### src/rtl/hdlf_pkg.sv
// shared types, constants and character layout table of the hex dump line formatter
`timescale 1ns / 1ps

package hdlf_pkg;

    // line geometry
    localparam int LINE_BYTES = 16;
    localparam int LINE_CHARS = 78;
    localparam int IDX_W      = $clog2(LINE_BYTES);
    localparam int BUF_DEPTH  = 2 * LINE_BYTES;
    localparam int BUF_AW     = $clog2(BUF_DEPTH);
    localparam int POS_W      = $clog2(LINE_CHARS);
    localparam int HAVE_W     = IDX_W + 1;
    localparam int OFS_W      = 32;

    localparam logic [POS_W-1:0] LAST_POS = POS_W'(LINE_CHARS - 1);

    // character codes
    localparam logic [7:0] CH_SPACE = 8'h20;
    localparam logic [7:0] CH_DOT   = 8'h2E;
    localparam logic [7:0] CH_BAR   = 8'h7C;
    localparam logic [7:0] CH_NL    = 8'h0A;
    localparam logic [7:0] CH_LOW   = 8'h20;
    localparam logic [7:0] CH_HIGH  = 8'h7E;

    // what a character position of the line shows
    typedef enum logic [2:0] {
        CK_SPACE = 3'd0,
        CK_OFS   = 3'd1,
        CK_HI    = 3'd2,
        CK_LO    = 3'd3,
        CK_GLYPH = 3'd4,
        CK_BAR   = 3'd5,
        CK_NL    = 3'd6
    } char_kind_t;

    typedef struct packed {
        char_kind_t       kind;
        logic [IDX_W-1:0] idx;   // byte index, or offset nibble from the top
    } char_map_t;

    typedef char_map_t [LINE_CHARS-1:0] char_tbl_t;

    // one completed line handed to the formatter
    typedef struct packed {
        logic [OFS_W-1:0]  offset;
        logic [HAVE_W-1:0] have;
        logic              bank;
        logic              last_line;
    } line_desc_t;

    // layout of one text line, built at elaboration
    function automatic char_tbl_t build_char_map();
        char_tbl_t m;
        int p;
        m = '0;
        p = 0;
        for (int i = 0; i < 8; i++) begin
            m[p].kind = CK_OFS;
            m[p].idx  = IDX_W'(i);
            p++;
        end
        p++;
        for (int k = 0; k < LINE_BYTES; k++) begin
            if (k == LINE_BYTES / 2) begin
                p++;
            end
            m[p].kind     = CK_HI;
            m[p].idx      = IDX_W'(k);
            m[p + 1].kind = CK_LO;
            m[p + 1].idx  = IDX_W'(k);
            p += 3;
        end
        m[p].kind = CK_BAR;
        p += 2;
        for (int k = 0; k < LINE_BYTES; k++) begin
            if (k == LINE_BYTES / 2) begin
                p++;
            end
            m[p].kind = CK_GLYPH;
            m[p].idx  = IDX_W'(k);
            p++;
        end
        m[p].kind = CK_NL;
        return m;
    endfunction

    localparam char_tbl_t CHAR_MAP = build_char_map();

    // upper-case hex digit
    function automatic logic [7:0] hex_char(input logic [3:0] n);
        return (n < 4'd10) ? (8'h30 + {4'h0, n}) : (8'h37 + {4'h0, n});
    endfunction

endpackage

### src/rtl/hdlf_fmt.sv
// line formatter: walks the 78 character positions, reads the line buffer and packs words
`timescale 1ns / 1ps

module hdlf_fmt (
    input  logic                       aclk,
    input  logic                       aresetn,
    input  logic                       start,
    input  hdlf_pkg::line_desc_t       desc_in,
    output logic                       idle,
    output logic [hdlf_pkg::BUF_AW-1:0] rd_addr,
    input  logic [7:0]                 rd_data,
    output logic                       m_tvalid,
    input  logic                       m_tready,
    output logic [71:0]                m_tdata,  // text_word[63:0], char_count[67:64], zero fill
    output logic                       m_tlast,  // dump_end
    output logic                       m_tuser   // line_end
);
    import hdlf_pkg::*;

    line_desc_t       desc_reg;
    logic             a_vld_reg;
    logic [POS_W-1:0] a_pos_reg;
    logic             b_vld_reg;
    logic [POS_W-1:0] b_pos_reg;
    logic [55:0]      acc_reg;
    logic             out_vld_reg;
    logic [63:0]      out_word_reg;
    logic [3:0]       out_cnt_reg;
    logic             out_line_end_reg;
    logic             out_dump_end_reg;

    char_map_t   a_map;
    char_map_t   b_map;
    logic        b_done;
    logic        advance;
    logic        present;
    logic [2:0]  nib_sel;
    logic [3:0]  ofs_nib;
    logic [7:0]  ch;
    logic [63:0] word_full;

    assign a_map = CHAR_MAP[a_pos_reg];
    assign b_map = CHAR_MAP[b_pos_reg];

    // word boundary every eight characters and at the newline
    assign b_done  = (b_pos_reg[2:0] == 3'd7) || (b_pos_reg == LAST_POS);
    assign advance = !(b_vld_reg && b_done && out_vld_reg && !m_tready);
    assign idle    = !a_vld_reg && !b_vld_reg;

    // read the byte for the next position, or hold the current one while stalled
    assign rd_addr = {desc_reg.bank, (advance ? a_map.idx : b_map.idx)};

    // character of the position in the second stage
    assign present = {1'b0, b_map.idx} < desc_reg.have;
    assign nib_sel = 3'd7 - b_map.idx[2:0];
    assign ofs_nib = 4'(desc_reg.offset >> {nib_sel, 2'b00});

    always_comb begin
        unique case (b_map.kind)
            CK_OFS:   ch = hex_char(ofs_nib);
            CK_HI:    ch = present ? hex_char(rd_data[7:4]) : CH_SPACE;
            CK_LO:    ch = present ? hex_char(rd_data[3:0]) : CH_SPACE;
            CK_GLYPH: begin
                if (!present) begin
                    ch = CH_SPACE;
                end else if (rd_data >= CH_LOW && rd_data <= CH_HIGH) begin
                    ch = rd_data;
                end else begin
                    ch = CH_DOT;
                end
            end
            CK_BAR:   ch = CH_BAR;
            CK_NL:    ch = CH_NL;
            default:  ch = CH_SPACE;
        endcase
    end

    assign word_full = {8'h00, acc_reg} | ({56'd0, ch} << {b_pos_reg[2:0], 3'b000});

    // sequencer control
    always_ff @(posedge aclk) begin
        if (!aresetn) begin
            a_vld_reg   <= 1'b0;
            b_vld_reg   <= 1'b0;
            out_vld_reg <= 1'b0;
        end else begin
            if (start) begin
                a_vld_reg <= 1'b1;
            end else if (advance) begin
                if (a_vld_reg && a_pos_reg == LAST_POS) begin
                    a_vld_reg <= 1'b0;
                end
                b_vld_reg <= a_vld_reg;
            end
            if (b_vld_reg && b_done && advance) begin
                out_vld_reg <= 1'b1;
            end else if (m_tready) begin
                out_vld_reg <= 1'b0;
            end
        end
    end

    // positions, word assembly and output payload
    always_ff @(posedge aclk) begin
        if (start) begin
            desc_reg  <= desc_in;
            a_pos_reg <= '0;
            acc_reg   <= '0;
        end else if (advance) begin
            // first stage stops on the newline position
            if (a_vld_reg && a_pos_reg != LAST_POS) begin
                a_pos_reg <= a_pos_reg + POS_W'(1);
            end
            b_pos_reg <= a_pos_reg;
            if (b_vld_reg) begin
                acc_reg <= b_done ? 56'd0 : word_full[55:0];
            end
        end
        if (b_vld_reg && b_done && advance) begin
            out_word_reg     <= word_full;
            out_cnt_reg      <= {1'b0, b_pos_reg[2:0]} + 4'd1;
            out_line_end_reg <= (b_pos_reg == LAST_POS);
            out_dump_end_reg <= (b_pos_reg == LAST_POS) && desc_reg.last_line;
        end
    end

    assign m_tvalid = out_vld_reg;
    assign m_tdata  = {4'h0, out_cnt_reg, out_word_reg};
    assign m_tlast  = out_dump_end_reg;
    assign m_tuser  = out_line_end_reg;

endmodule

### src/rtl/hex_dump_line_formatter.sv
// Path: the byte that closes the line sets the pending descriptor; when the formatter is free it
// loads it, and the first word is valid in the output register once its eight characters are through.
// Throughput: one character per cycle while the output does not stall, set by the formatter
// walking the 78 character positions through the buffer read port; a line is 10 words.
// Bytes go in at one per cycle into one half of a double line buffer while the other half
// is formatted; input stalls when a closed line waits for the formatter.
// Reset: synchronous, active low; clears counters, offset and valids, not the line buffer.
`timescale 1ns / 1ps

module hex_dump_line_formatter (
    input  logic        aclk,
    input  logic        aresetn,
    input  logic        s_tvalid,
    output logic        s_tready,
    input  logic [7:0]  s_tdata,   // data_byte[7:0]
    input  logic        s_tlast,   // last_byte
    output logic        m_tvalid,
    input  logic        m_tready,
    output logic [71:0] m_tdata,   // text_word[63:0], char_count[67:64], zero fill
    output logic        m_tlast,   // dump_end
    output logic        m_tuser    // line_end
);
    import hdlf_pkg::*;

    logic [7:0]        line_mem [BUF_DEPTH];
    logic [7:0]        rd_data_reg;
    logic              wbank_reg;
    logic [IDX_W-1:0]  wcnt_reg;
    logic [OFS_W-1:0]  line_offset_reg;
    logic              pend_reg;
    line_desc_t        pend_desc_reg;

    logic              s_accept;
    logic              line_done;
    logic              fmt_idle;
    logic              fmt_start;
    logic [BUF_AW-1:0] rd_addr;

    assign s_tready  = !pend_reg;
    assign s_accept  = s_tvalid && s_tready;
    assign line_done = s_accept && (s_tlast || wcnt_reg == IDX_W'(LINE_BYTES - 1));
    assign fmt_start = pend_reg && fmt_idle;

    // double line buffer
    always_ff @(posedge aclk) begin
        if (s_accept) begin
            line_mem[{wbank_reg, wcnt_reg}] <= s_tdata;
        end
        rd_data_reg <= line_mem[rd_addr];
    end

    // byte gathering and line hand-off
    always_ff @(posedge aclk) begin
        if (!aresetn) begin
            wbank_reg       <= 1'b0;
            wcnt_reg        <= '0;
            line_offset_reg <= '0;
            pend_reg        <= 1'b0;
        end else begin
            if (line_done) begin
                pend_reg        <= 1'b1;
                wcnt_reg        <= '0;
                wbank_reg       <= !wbank_reg;
                line_offset_reg <= s_tlast ? '0 : line_offset_reg + OFS_W'(LINE_BYTES);
            end else if (s_accept) begin
                wcnt_reg <= wcnt_reg + IDX_W'(1);
            end
            if (fmt_start) begin
                pend_reg <= 1'b0;
            end
        end
    end

    // descriptor of the closed line
    always_ff @(posedge aclk) begin
        if (line_done) begin
            pend_desc_reg.offset    <= line_offset_reg;
            pend_desc_reg.have      <= {1'b0, wcnt_reg} + HAVE_W'(1);
            pend_desc_reg.bank      <= wbank_reg;
            pend_desc_reg.last_line <= s_tlast;
        end
    end

    hdlf_fmt u_fmt (
        .aclk     (aclk),
        .aresetn  (aresetn),
        .start    (fmt_start),
        .desc_in  (pend_desc_reg),
        .idle     (fmt_idle),
        .rd_addr  (rd_addr),
        .rd_data  (rd_data_reg),
        .m_tvalid (m_tvalid),
        .m_tready (m_tready),
        .m_tdata  (m_tdata),
        .m_tlast  (m_tlast),
        .m_tuser  (m_tuser)
    );

endmodule

### config.mk
export PLATFORM = sky130hd
export DESIGN_NAME = hex_dump_line_formatter
export DESIGN_NICKNAME = d
export VERILOG_FILES = /design/src/rtl/hdlf_pkg.sv /design/src/rtl/hdlf_fmt.sv /design/src/rtl/hex_dump_line_formatter.sv
export SDC_FILE = /design/constraint.sdc
export NUM_CORES = 1
export LEC_CHECK = 0
export BUFFER_PORTS_ARGS = -buffer_cell sky130_fd_sc_hd__buf_2
export CAP_MARGIN = 25
export CORE_MARGIN = 5
export CORE_UTILIZATION = 56
export CTS_CLUSTER_DIAMETER = 120
export DETAILED_ROUTE_END_ITERATION = 10
export PLACE_DENSITY = 0.76
export SKIP_LAST_GASP = 1
export SLEW_MARGIN = 10
export SYNTH_ARGS = -nofsm -noshare
export SYNTH_HDL_FRONTEND = slang
export SYNTH_SLANG_ARGS = --single-unit
### constraint.sdc
create_clock -name aclk -period 4.3 [get_ports aclk]
set_input_delay 1.075 -clock aclk [delete_from_list [all_inputs] [get_ports aclk]]
set_output_delay 1.075 -clock aclk [all_outputs]
set_load 0.02 [all_outputs]
==> results.md, run 1 <==
Timing:
- The worst pin sits at a relative slew slack of 28.7%.
- The number of setup violations in the final report is 0.
- The total negative slack is 0 ns.
- The final worst-path setup slack is 0.704 ns.
- Setup repair after global routing left no endpoint under its margin.
- The minimum clock period is 3.60 ns.
- The slew at the pin closest to its max-slew limit is 1.07 ns.
- Across the routed clock network, the largest skew measured is 0.0361 ns.
- Of the available clock period, the critical path in the final layout requires 83.6%.
- The worst slack on hold paths is 0.390 ns.
- The number of endpoints with negative hold slack in the final report is 0.
- The final count of pins violating max slew was 0.
- The maximum operating frequency is 278 MHz.

Yosys:
- The register area share after synthesis is 65.3%.
- The xor/xnor share of the synthesized area is 1.34%.
- A synthesized cell averages 12.3 µm².
- The count of yosys warnings during synthesis is 0.
- After synthesis the netlist holds a flip-flop and latch count of 522.
- The mux cell area share after synthesis is 2.09%.
- In the synthesized netlist, the number of instances is 1,796.
- The async set-reset flop share out of synthesis is 0%.
- The synthesized netlist contains 81 unique library cells.
- After Yosys synthesis, full adders, half adders and majority gates account for 2.03% of the synthesized area.
- The dominant synthesized flop cell is sky130_fd_sc_hd__edfxtp_1.
- In this run the cell area of the synthesized design comes to 22,200 µm².
- After synthesis, the largest family of logic cells by area is compound AO/OA/AOI/OAI gates.
- The synthesized-area fraction occupied by and/or/nand/nor cells is 12.6%.
- The synthesized design contains 403 enable-type register cells.
- Summing the areas of all compound-gate instances in the mapped netlist gives 13.6% of the synthesized area.

Power and ir drop:
- In this run the power density over the cells is 593 nW/µm².
- The highest ir drop seen on vdd is 0.389 mV.
- The analysis attributes to cell leakage a power of 9.42 nW.
- The total power is 14.8 mW.

Finish:
- Excluding fillers, the count of instances in the completed layout stands at 2,433.
- The final design utilization is 63.3%.
- The number of flip-flops in the largest register is 256.
- The post-layout net count is 1,913.
- Counting the fill cells in the layout gives 2,940.
- The antenna cell count is 0.
- The fraction of final layout cells with drive strength greater than 1 is 13.7%.
- Relative to the synthesized area, the layout overhead comes to 12.7%.
- The post-route standard cell area excluding fillers is 25,000 µm².

Placement:
- The HPWL after detailed placement is 32,200 µm.
- The post-place instance area is 23,200 µm².
- The pre-CTS worst setup slack is 0.633 ns.
- The congestion estimate from routability-driven global placement came to 0.888.
- Once placement completed, the tool counted placed cells totaling 2,334.
- The quantity of I/O buffers inserted on ports is 84.

Routing:
- The number of iterations in the first detailed-routing pass is 6.
- After detailed routing, the number of vias per cell comes to 6.10.
- For this block, the initial DRC count from the detailed router was 1,534.
- For this block, the via count after detailed routing is 14,800.
- Summed over all layers, the routed wires come to 50,200 µm.
- The number of nets with antenna violations after detailed routing is 0.
- The average wire per standard cell is 20.6 µm.
- The number of design rule violations left after detail routing is 0.

Worst setup path:
- The worst setup path is launched from a flip-flop.
- For the worst setup path, the data arrival time is 4.07 ns.
- The data required time of the critical path is 4.78 ns.
- The worst setup path is captured at a flip-flop.
- In this run the worst path has a maximum fanout of 22.
- The type of the setup path with the least slack is flip-flop to flip-flop.

Floorplan:
- In this run the vertical extent of the chip is 209 µm.
- The floorplan step set the die width to 209 µm.
- The die covers 43,700 µm².
- The initial utilization of the core area, before any placement, comes to 56.2%.
- After floorplanning, the core was sized to cover 39,500 µm².
- The site row count is 73.
- 89 I/O pins were placed.

Clock network:
- The maximum count of clock buffers along a single path is 3.
- The clock sink total is 522.
- The maximum level of the CTS H-tree is 2.
- The post-CTS repair timing setup buffer count is 0.
- The clock network latency to the later pin of the worst-skew pair is 0.61 ns.
- The clock transition at the registers of the reported paths is 0.07 ns.
- The tree is rooted in a sky130_fd_sc_hd__clkbuf_16.
- Post-CTS repair changed the size of 0 cells.
- TritonCTS built the clock tree.
- The hold buffer count at CTS is 0.
- The total clock buffers created by CTS is 52.

GRT:
- The first-pass GRT wire length is 79,800 µm.
- Global routing used 22.7% of the available tracks across all layers.
- The number of global-route vias before repair was 14,300.
- The final global-route overflow total is 0.
- The largest net degree at the start of global routing is 68.
- The number of antenna violations at the first check in global routing was 2.

Job:
- The tool flagged a number of max-cap violations equal to 0.

Outcome:
- The flow ran to the end, and the final reports show no timing, DRC or antenna violations.

Worst hold path:
- The tightest min-delay check is of the flip-flop to flip-flop type.
kinds of logic after synthesis:
logic type / after synthesis
and+or+nand+nor: 581
DFF: 522
AOI/OAI and AO/OA: 424
buffers and inverters: 160
muxes: 38
adders and majority gates: 36
xor gates and xnor gates: 34
other: 1
worst max-delay path, cell delays in order (launching register included):
cell and delay (ns):
sky130_fd_sc_hd__edfxtp_1 0.51, sky130_fd_sc_hd__ha_1 0.25, sky130_fd_sc_hd__ha_1 0.24, sky130_fd_sc_hd__a22o_2 0.34, sky130_fd_sc_hd__a21oi_4 0.35, sky130_fd_sc_hd__buf_4 0.25, sky130_fd_sc_hd__mux2_4 0.43, sky130_fd_sc_hd__inv_2 0.23
sky130_fd_sc_hd__or4_1 0.16, sky130_fd_sc_hd__o31ai_1 0.06, sky130_fd_sc_hd__o41ai_1 0.47, sky130_fd_sc_hd__o211ai_1 0.16
final cells by class:
cell class	count	area, µm²	share of cell area (%)
clock inverters	38	438	1.75
multi-input cells	1118	7080	28.3
flip-flops and latches	522	14500	57.9
inverters	41	155	0.621
well taps	525	657	2.63
repair buffers	129	831	3.32
clock buffers	60	1350	5.41
cell usage after synthesis, types with 13 or more instances:
cell / count / area share, %
sky130_fd_sc_hd__a211oi_1: 77 / 2.6
sky130_fd_sc_hd__o22ai_1: 14 / 0.39
sky130_fd_sc_hd__a21o_1: 59 / 2.0
sky130_fd_sc_hd__o32ai_1: 16 / 0.63
sky130_fd_sc_hd__nor2_1: 118 / 2.0
sky130_fd_sc_hd__clkbuf_1: 78 / 1.3
sky130_fd_sc_hd__mux2i_1: 23 / 1.0
sky130_fd_sc_hd__inv_1: 37 / 0.63
sky130_fd_sc_hd__buf_2: 27 / 0.61
sky130_fd_sc_hd__and3_1: 98 / 2.8
sky130_fd_sc_hd__nand2_1: 213 / 3.6
sky130_fd_sc_hd__nor3_1: 33 / 0.74
sky130_fd_sc_hd__nand2b_1: 14 / 0.39
sky130_fd_sc_hd__o21ai_0: 39 / 0.88
sky130_fd_sc_hd__nand3_1: 30 / 0.68
sky130_fd_sc_hd__xnor2_1: 14 / 0.55
sky130_fd_sc_hd__a22oi_1: 27 / 0.91
sky130_fd_sc_hd__and2_1: 15 / 0.42
sky130_fd_sc_hd__nor4_1: 13 / 0.37
sky130_fd_sc_hd__edfxtp_1: 403 / 55
sky130_fd_sc_hd__a31oi_1: 65 / 1.8
sky130_fd_sc_hd__dfxtp_1: 119 / 11
sky130_fd_sc_hd__xor2_1: 20 / 0.79
sky130_fd_sc_hd__ha_1: 36 / 2.0
sky130_fd_sc_hd__a21oi_1: 43 / 0.97
power breakdown:
part | switching [mW] | leakage, nW | internal (mW)
logic | 2.61 | 3.89 | 1.52
registers | 0.327 | 4.66 | 5.71
clock network | 1.95 | 0.867 | 2.71
total | 4.88 | 9.42 | 9.94
layer usage:
layer  up-vias  GRT usage [%]  wire length, µm
li1       6896              -                -
met1      7216           32.2            21200
met2       630           37.2            24000
met3        96           3.29             3920
met4         2           5.85             1140
met5         -              0               13
worst paths after layout:
| path | slack, ns | endpoint | start | cells past startpoint |
|---|---|---|---|---|
| worst max register to register | 0.70 | u_fmt.b_map[5] | u_fmt.b_pos_reg[0] | 11 |
| worst max-delay path | 0.70 | u_fmt.b_map[5] | u_fmt.b_pos_reg[0] | 11 |
| worst min-delay path | 0.39 | u_fmt.desc_reg[2] | pend_desc_reg[2] | 0 |
| worst min register to register | 0.39 | u_fmt.desc_reg[2] | pend_desc_reg[2] | 0 |
layout by cell type (no fill, tap or decap), types with 13 or more instances in the layout:
cell type                   instances
sky130_fd_sc_hd__nor2_1           117
sky130_fd_sc_hd__a211oi_1          77
sky130_fd_sc_hd__buf_4             38
sky130_fd_sc_hd__nand2_1          212
sky130_fd_sc_hd__buf_2             85
sky130_fd_sc_hd__ha_1              36
sky130_fd_sc_hd__o32ai_1           16
sky130_fd_sc_hd__a21o_1            59
sky130_fd_sc_hd__clkbuf_16         52
sky130_fd_sc_hd__dfxtp_1          119
sky130_fd_sc_hd__nor3_1            33
sky130_fd_sc_hd__o22ai_1           14
sky130_fd_sc_hd__inv_1             36
sky130_fd_sc_hd__a31oi_1           65
sky130_fd_sc_hd__edfxtp_1         403
sky130_fd_sc_hd__nor4_1            13
sky130_fd_sc_hd__mux2i_1           22
sky130_fd_sc_hd__nand3_1           29
sky130_fd_sc_hd__and2_1            14
sky130_fd_sc_hd__xor2_1            20
sky130_fd_sc_hd__o21ai_0           38
sky130_fd_sc_hd__nand2b_1          14
sky130_fd_sc_hd__xnor2_1           14
sky130_fd_sc_hd__a21oi_1           43
sky130_fd_sc_hd__and3_1            98
sky130_fd_sc_hd__a22oi_1           27
Note: power is estimated with default switching activity, not from simulation.
==> run 2, diff against run 1 <==
==> constraint.sdc (replaced) <==
create_clock -name aclk -period 3.3 [get_ports aclk]
set_input_delay 0.825 -clock aclk [delete_from_list [all_inputs] [get_ports aclk]]
set_output_delay 0.825 -clock aclk [all_outputs]
set_load 0.02 [all_outputs]
==> results.md, run 2 (synthesis results as in run 1) <==
Timing:
- The worst clock skew on the final layout is 0.0278 ns.
- The portion of the clock cycle consumed by the worst path in the final layout is 96.5%.
- The final count of pins violating max slew is 0.
- The number of endpoints with negative hold slack in the final report is 0.
- Setup violations remaining at the end of the flow were counted as 0.
- The worst slack on hold paths is 0.403 ns.
- The worst path in the final design needs a cycle of 3.18 ns, including I/O delays and setup.
- The slew at the pin closest to its max-slew limit is 0.844 ns.
- The maximum operating frequency is 314 MHz.
- The relative max-transition margin is 43.7%.

Routing:
- The number of iterations in the first detailed-routing pass is 5.
- The final layout contains routed wiring with a total length of 52,200 µm.
- In the routed layout, each cell is associated on average with a via count of 6.01.
- Dividing the detail-routed wire length by the instance count gives 20.8 µm.
- The number of design rule violations left after detail routing is 0.
- The first routing iteration left 1,512 violations.
- The detailed router placed 15,100 vias in this run.
- The number of nets with antenna violations after detailed routing is 0.

Placement:
- The weighted congestion reported at the end of routability-driven placement is 0.889.
- In this run the tool buffered the top-level ports with 84 buffer cells.
- Detailed placement ended at an HPWL of 33,300 µm.
- The number of placed instances, taps included, is 2,414.
- After detailed placement, the total cell area comes to 23,900 µm².

Worst setup path:
- The data required time of the critical path is 3.78 ns.
- The critical-path maximum fanout is 23.
- The type of the setup path with the least slack is flip-flop to flip-flop.
- At the worst endpoint, the arrival time is 3.67 ns.
- The setup check on the worst reg-to-reg path leaves a slack of 0.12 ns.
- Measured in cells, the most critical reg-to-reg path has a length of 13.
- The end of the worst register-to-register path is rd_data_reg[7].
- The kind of end point of the critical path is a flip-flop.
- The category of the worst setup path launch point is a flip-flop.
- The startpoint identified for the worst register-to-register timing path is u_fmt.b_pos_reg[1].

Finish:
- Of the cells placed in the final design, the portion with a size suffix greater than 1 is 17.9%.
- After the flow finishes, the layout carries non-filler instances totaling 2,514.
- Leaving out fill and tap cells, the most frequent cells in the layout are sky130_fd_sc_hd__edfxtp_1 (403), sky130_fd_sc_hd__nand2_1 (212), sky130_fd_sc_hd__dfxtp_1 (118), sky130_fd_sc_hd__buf_4 (118), sky130_fd_sc_hd__nor2_1 (116).
- The register with the most flip-flops in the layout has 256 of them.
- Once layout is done, the placed cells without fillers occupy 25,700 µm².
- Relative to the synthesized area, the layout overhead comes to 15.8%.
- The antenna cell count is 0.
- The fill cell total of the finished layout is 2,857.
- The library cell used most frequently in the layout, excluding fill and tap cells, is sky130_fd_sc_hd__edfxtp_1.
- The post-layout net count is 1,994.

GRT:
- The largest net degree at the start of global routing is 68.
- The overall track demand over capacity in global routing is 23.2%.
- The number of global-route vias before repair is 14,700.
- The number of antenna violations at the first check in global routing came to 0.
- Global routing finished with a remaining overflow of 0.
- The first-pass GRT wire length is 81,500 µm.

Worst hold path:
- The count of cells along the worst hold path is 0.
- The endpoint with the worst hold slack is u_fmt.desc_reg[0].
- In this run the most critical hold path is launched from pend_desc_reg[0].
- The path class of the tightest hold or removal check is flip-flop to flip-flop.

Floorplan:
- The vertical die dimension is 209 µm.
- The die covers 43,700 µm².
- The die width is 209 µm.
- The core region is 39,500 µm².
- The site row count is 73.
- 89 I/O pins were placed.
- The starting utilization of the core area is 56.2%.

Clock network:
- Counting the buffers created by CTS gives 52.
- In this run, post-CTS hold repair placed 0 buffers.
- TritonCTS built the clock tree.
- The clock network latency to the later pin of the worst-skew pair is 0.61 ns.
- The clock transition at the registers of the reported paths is 0.06 ns.
- CTS built an H-tree with a depth of 2.
- Counting along the longest clock path gives a buffer depth of 3.
- The clock drives 522 sinks.
- The root buffer selected by CTS is sky130_fd_sc_hd__clkbuf_16.

Outcome:
- The flow ran to the end, and the final reports show no timing, DRC or antenna violations.

Power and ir drop:
- After layout, the design draws a total of 19.6 mW.
- The total power divided by cell area is 762 nW/µm².
- The worst-case IR drop observed on VDD is 0.512 mV.
- The analysis attributes to cell leakage a power of 9.84 nW.

Job:
- Max-cap violations in this run came to 0.
[run 2: through the flow]
step | worst slack, ns | setup TNS [ns] | util (%)
4_1_cts | 0.0965 | 0 | 65.0
6_report | 0.115 | 0 | 65.1
3_5_place_dp | -0.0195 | -0.0195 | 60.5
3_3_place_gp | 0.00871 | 0 | 60.5
5_1_grt | -0.00665 | -0.00665 | 65.1
2_1_floorplan | -0.0747 | -0.504 | -
[run 2: cell type report]
type	count	area, µm²	area share, %
Sequential cell	522	14500	56.4
Multi-Input combinational cell	1118	7170	27.9
Timing Repair Buffer	210	1460	5.69
Clock buffer	61	1390	5.40
Tap cell	525	657	2.56
Clock inverter	37	368	1.43
Inverter	41	159	0.619
[run 2: how the worst max path moves through the flow]
stage	start	to	cells past startpoint
after floorplan	u_fmt.b_pos_reg[0]	u_fmt.acc_reg[13]	8
after global placement	m_tready	rd_data_reg[1]	10
after detailed placement	m_tready	rd_data_reg[1]	10
after CTS	u_fmt.b_pos_reg[0]	rd_data_reg[6]	12
after global routing	u_fmt.b_pos_reg[0]	rd_data_reg[6]	12
final	u_fmt.b_pos_reg[1]	rd_data_reg[7]	13
[run 2: what timing repair did]
action,in CTS,in global routing
setup buffers,0,1
resized for setup,1,4
setup endpoints to repair,1,9
gates cloned,0,1
[run 2: where the power goes]
part | switching (mW) | internal (mW)
registers | 0.315 | 7.44
logic | 3.62 | 2.25
clock network | 2.57 | 3.38
[run 2: metal layers]
metal | global-route usage [%] | routed length [µm] | vias to the layer above
met2 | 38.3 | 25300 | 584
met1 | 31.6 | 21500 | 7359
li1 | - | - | 7060
met5 | 0 | 0 | -
met4 | 6.55 | 1240 | 0
met3 | 5.06 | 4170 | 98
[run 2: critical path, stage by stage, from the launching register on]
cell and delay [ns]:
sky130_fd_sc_hd__edfxtp_1 0.43, sky130_fd_sc_hd__inv_1 0.14, sky130_fd_sc_hd__ha_1 0.18, sky130_fd_sc_hd__and4_4 0.25
sky130_fd_sc_hd__a22o_2 0.17, sky130_fd_sc_hd__buf_4 0.14, sky130_fd_sc_hd__nand2_1 0.12, sky130_fd_sc_hd__mux2i_4 0.23
sky130_fd_sc_hd__buf_4 0.19, sky130_fd_sc_hd__clkbuf_16 0.20, sky130_fd_sc_hd__a211oi_1 0.36, sky130_fd_sc_hd__a31oi_1 0.08
sky130_fd_sc_hd__o32ai_1 0.43, sky130_fd_sc_hd__nor4_1 0.13
==> run 3, diff against run 2 <==
--- a/config.mk
+++ b/config.mk
@@ -11,6 +11,7 @@
 export CORE_UTILIZATION = 56
 export CTS_CLUSTER_DIAMETER = 120
 export DETAILED_ROUTE_END_ITERATION = 10
+export MAX_ROUTING_LAYER = met4
 export PLACE_DENSITY = 0.76
 export SKIP_LAST_GASP = 1
 export SLEW_MARGIN = 10
==> results.md, run 3 (synthesis results as in run 1) <==
Timing:
- The smallest clock period supported by the final layout is computed as 3.18 ns.
- The number of setup violations in the final report is 0.
- The worst path uses 96.4% of the clock period.
- The final count of pins violating max slew is 0.
- Headroom to the max-slew limit came out at 43.5%.
- The final worst-path setup slack is 0.118 ns.
- For the pin with the worst max-slew slack, the measured transition is 0.847 ns.
- The maximum operating frequency is 314 MHz.
- The number of endpoints with negative hold slack in the final report is 0.
- The worst clock skew on the final layout is 0.0160 ns.

Finish:
- Cells with a size suffix above 1 make up 17.9% of the layout.
- Once layout is done, the placed cells without fillers occupy 25,800 µm².
- The most common cell after layout, fill and taps aside is sky130_fd_sc_hd__edfxtp_1.
- The final non-filler cell total is 2,510.
- The antenna cell count is 0.
- The final design utilization is 65.3%.
- From synthesis to final layout, the design area changed by 16.1%.
- In the layout the commonest cells are sky130_fd_sc_hd__edfxtp_1 (403), sky130_fd_sc_hd__nand2_1 (211), sky130_fd_sc_hd__dfxtp_1 (118), sky130_fd_sc_hd__nor2_1 (116), sky130_fd_sc_hd__buf_4 (115).
- The net count of the finished layout is 1,992.
- The number of flip-flops in the largest register is 256.

Clock network:
- The TritonCTS clock tree is yes.
- The root buffer selected by CTS is sky130_fd_sc_hd__clkbuf_16.
- The maximum level of the CTS H-tree is 2.
- The total clock buffers created by CTS is 51.
- Hold repair after CTS inserted 0 buffers.
- The clock drives 522 sinks.
- The maximum count of clock buffers along a single path is 3.
- The clock network latency to the later pin of the worst-skew pair is 0.58 ns.
- Clock-pin slew was measured on the worst setup and hold paths at 0.06 ns.

Outcome:
- The run finished with clean final reports.

Routing:
- The detail route stage leaves a number of antenna-violating nets equal to 0.
- The per-cell via count in the routed design is 6.08.
- The total wirelength of the detailed-routed design is 51,500 µm.
- The average wire per standard cell is 20.5 µm.
- The via total after detailed routing is 15,300.
- The detailed router finished its first iteration with 1,577 violations.
- The pre-antenna-repair detailed-routing pass consisted of 6 iterations.
- In the routed design, unresolved DRC markers number 0.

Worst setup path:
- The number of cells on the worst reg-to-reg path is 12.
- Data on the critical path arrives at its endpoint at 3.63 ns.
- The data required time of the critical path is 3.75 ns.
- STA classifies the critical path startpoint as a flip-flop.
- The critical-path maximum fanout is 48.
- The kind of end point of the critical path is a flip-flop.
- The worst setup path is of the flip-flop to flip-flop kind.

Power and ir drop:
- The switching part of the total power is 32.2%.
- The switching power total is 6.34 mW.
- The leakage power is 9.84 nW.
- The share of power burned in combinational logic is 29.8%.
- VDD sags by at most 0.522 mV.
- In this run the power density over the cells is 765 nW/µm².
- The internal power is 13.4 mW.
- Sequential cells burn 39.3% of the power.
- The relative contribution of the clock network to total power is 30.9%.

Floorplan:
- Pin placement for this block handled 89 I/O pins.
- After floorplanning, the core was sized to cover 39,500 µm².
- The site row count is 73.
- The initial utilization of the core area, before any placement, comes to 56.2%.
- The die is 209 µm tall.
- The die width is 209 µm.
- The die covers 43,700 µm².

GRT:
- The peak-usage layer in the global routing report is met2.
- The met2 track demand over resource in global routing is 38.2%.
- The first-pass GRT wire length is 82,100 µm.
- The total overflow left after global routing is 0.
- Global routing consumed, on the met3 layer, 4.28% of the routing resources.
- Across every metal layer, demand over resource in global routing totals 23.9%.
- Global routing used 32.5% of the available met1 tracks.
- Entering global routing, the biggest net connects 72 pins.
- The number of antenna violations at the first check in global routing was 1.
- The number of global-route vias before repair was 14,900.

Placement:
- The weighted congestion reported at the end of routability-driven placement is 0.915.
- The post-place instance area is 23,900 µm².
- The pre-CTS worst setup slack is -0.0226 ns.
- The HPWL after detailed placement is 33,100 µm.
- Port buffering added 84 buffers.
- The instance count after placement with tap cells included is 2,413.

Job:
- The max-capacitance violation count is 0.

Worst hold path:
- The worst hold path was traced through 0 stages.
- The worst hold path belongs to the class flip-flop to flip-flop.
==> run 3: cell count changes in the layout (fill, tap and decap cells not counted), sizes merged <==
cell      change
inv           -3
clkbuf        +1
clkinv        -7
clkinvlp      +1
bufinv        +4
==> run 3: final timing paths <==
path                      start                  to  slack (ns)
min           pend_desc_reg[36]  u_fmt.desc_reg[36]        0.41
max reg2reg  u_fmt.b_pos_reg[1]      rd_data_reg[5]        0.12
max          u_fmt.b_pos_reg[1]      rd_data_reg[5]        0.12
min reg2reg   pend_desc_reg[36]  u_fmt.desc_reg[36]        0.41
==> run 3: what timing repair did <==
| action | 4_1_cts | 5_1_grt |
|---|---|---|
| buffers inserted | 0 | 2 |
| resized for setup | 0 | 11 |
| endpoints found under the setup margin | 0 | 16 |
==> run 3: critical path, cell delays in order, from the launching register on <==
cell and delay, ns:
sky130_fd_sc_hd__edfxtp_1 0.44, sky130_fd_sc_hd__inv_1 0.16, sky130_fd_sc_hd__ha_1 0.17, sky130_fd_sc_hd__and4_4 0.25, sky130_fd_sc_hd__a22oi_4 0.08, sky130_fd_sc_hd__buf_4 0.18, sky130_fd_sc_hd__o21ai_4 0.21, sky130_fd_sc_hd__buf_4 0.47
sky130_fd_sc_hd__and3_1 0.23, sky130_fd_sc_hd__a211oi_1 0.04, sky130_fd_sc_hd__a31o_2 0.22, sky130_fd_sc_hd__o2bb2ai_1 0.19, sky130_fd_sc_hd__nor4_1 0.37
==> run 3: per-stage QoR <==
| step | total power [mW] | hold WS [ns] | setup TNS (ns) |
|---|---|---|---|
| 2_1_floorplan | 11.6 | 0.400 | -0.504 |
| 4_1_cts | 19.6 | 0.414 | 0 |
| 3_5_place_dp | 13.5 | 0.405 | -0.0226 |
| 6_report | 19.7 | 0.414 | 0 |
| 3_3_place_gp | 13.5 | 0.401 | -0.00485 |
| 5_1_grt | 20.6 | 0.419 | -0.000941 |
==> run 3: power groups by stage <==
| stage | Combinational (mW) | Clock [mW] | Sequential (mW) |
|---|---|---|---|
| final | 5.87 | 6.09 | 7.74 |
| after global placement | 5.58 | 0 | 7.87 |
| after floorplan | 3.84 | 0 | 7.74 |
| after detailed placement | 5.67 | 0 | 7.87 |
| after global routing | 6.36 | 6.47 | 7.76 |
| after CTS | 5.73 | 6.17 | 7.74 |
==> run 3: final cells by class <==
type | count | area (µm²)
inverters | 41 | 159
well taps | 525 | 657
clock inverters | 32 | 377
clock buffers | 63 | 1410
multi-input cells | 1118 | 7200
repair buffers | 209 | 1480
flip-flops and latches | 522 | 14500
fillers | 2825 | 13700
==> run 3: layer usage <==
metal | part of all wire (%) | up-vias
met5 | 0 | -
met1 | 41 | 7454
met2 | 48 | 665
met4 | 2.3 | 0
met3 | 8.0 | 108
li1 | - | 7040
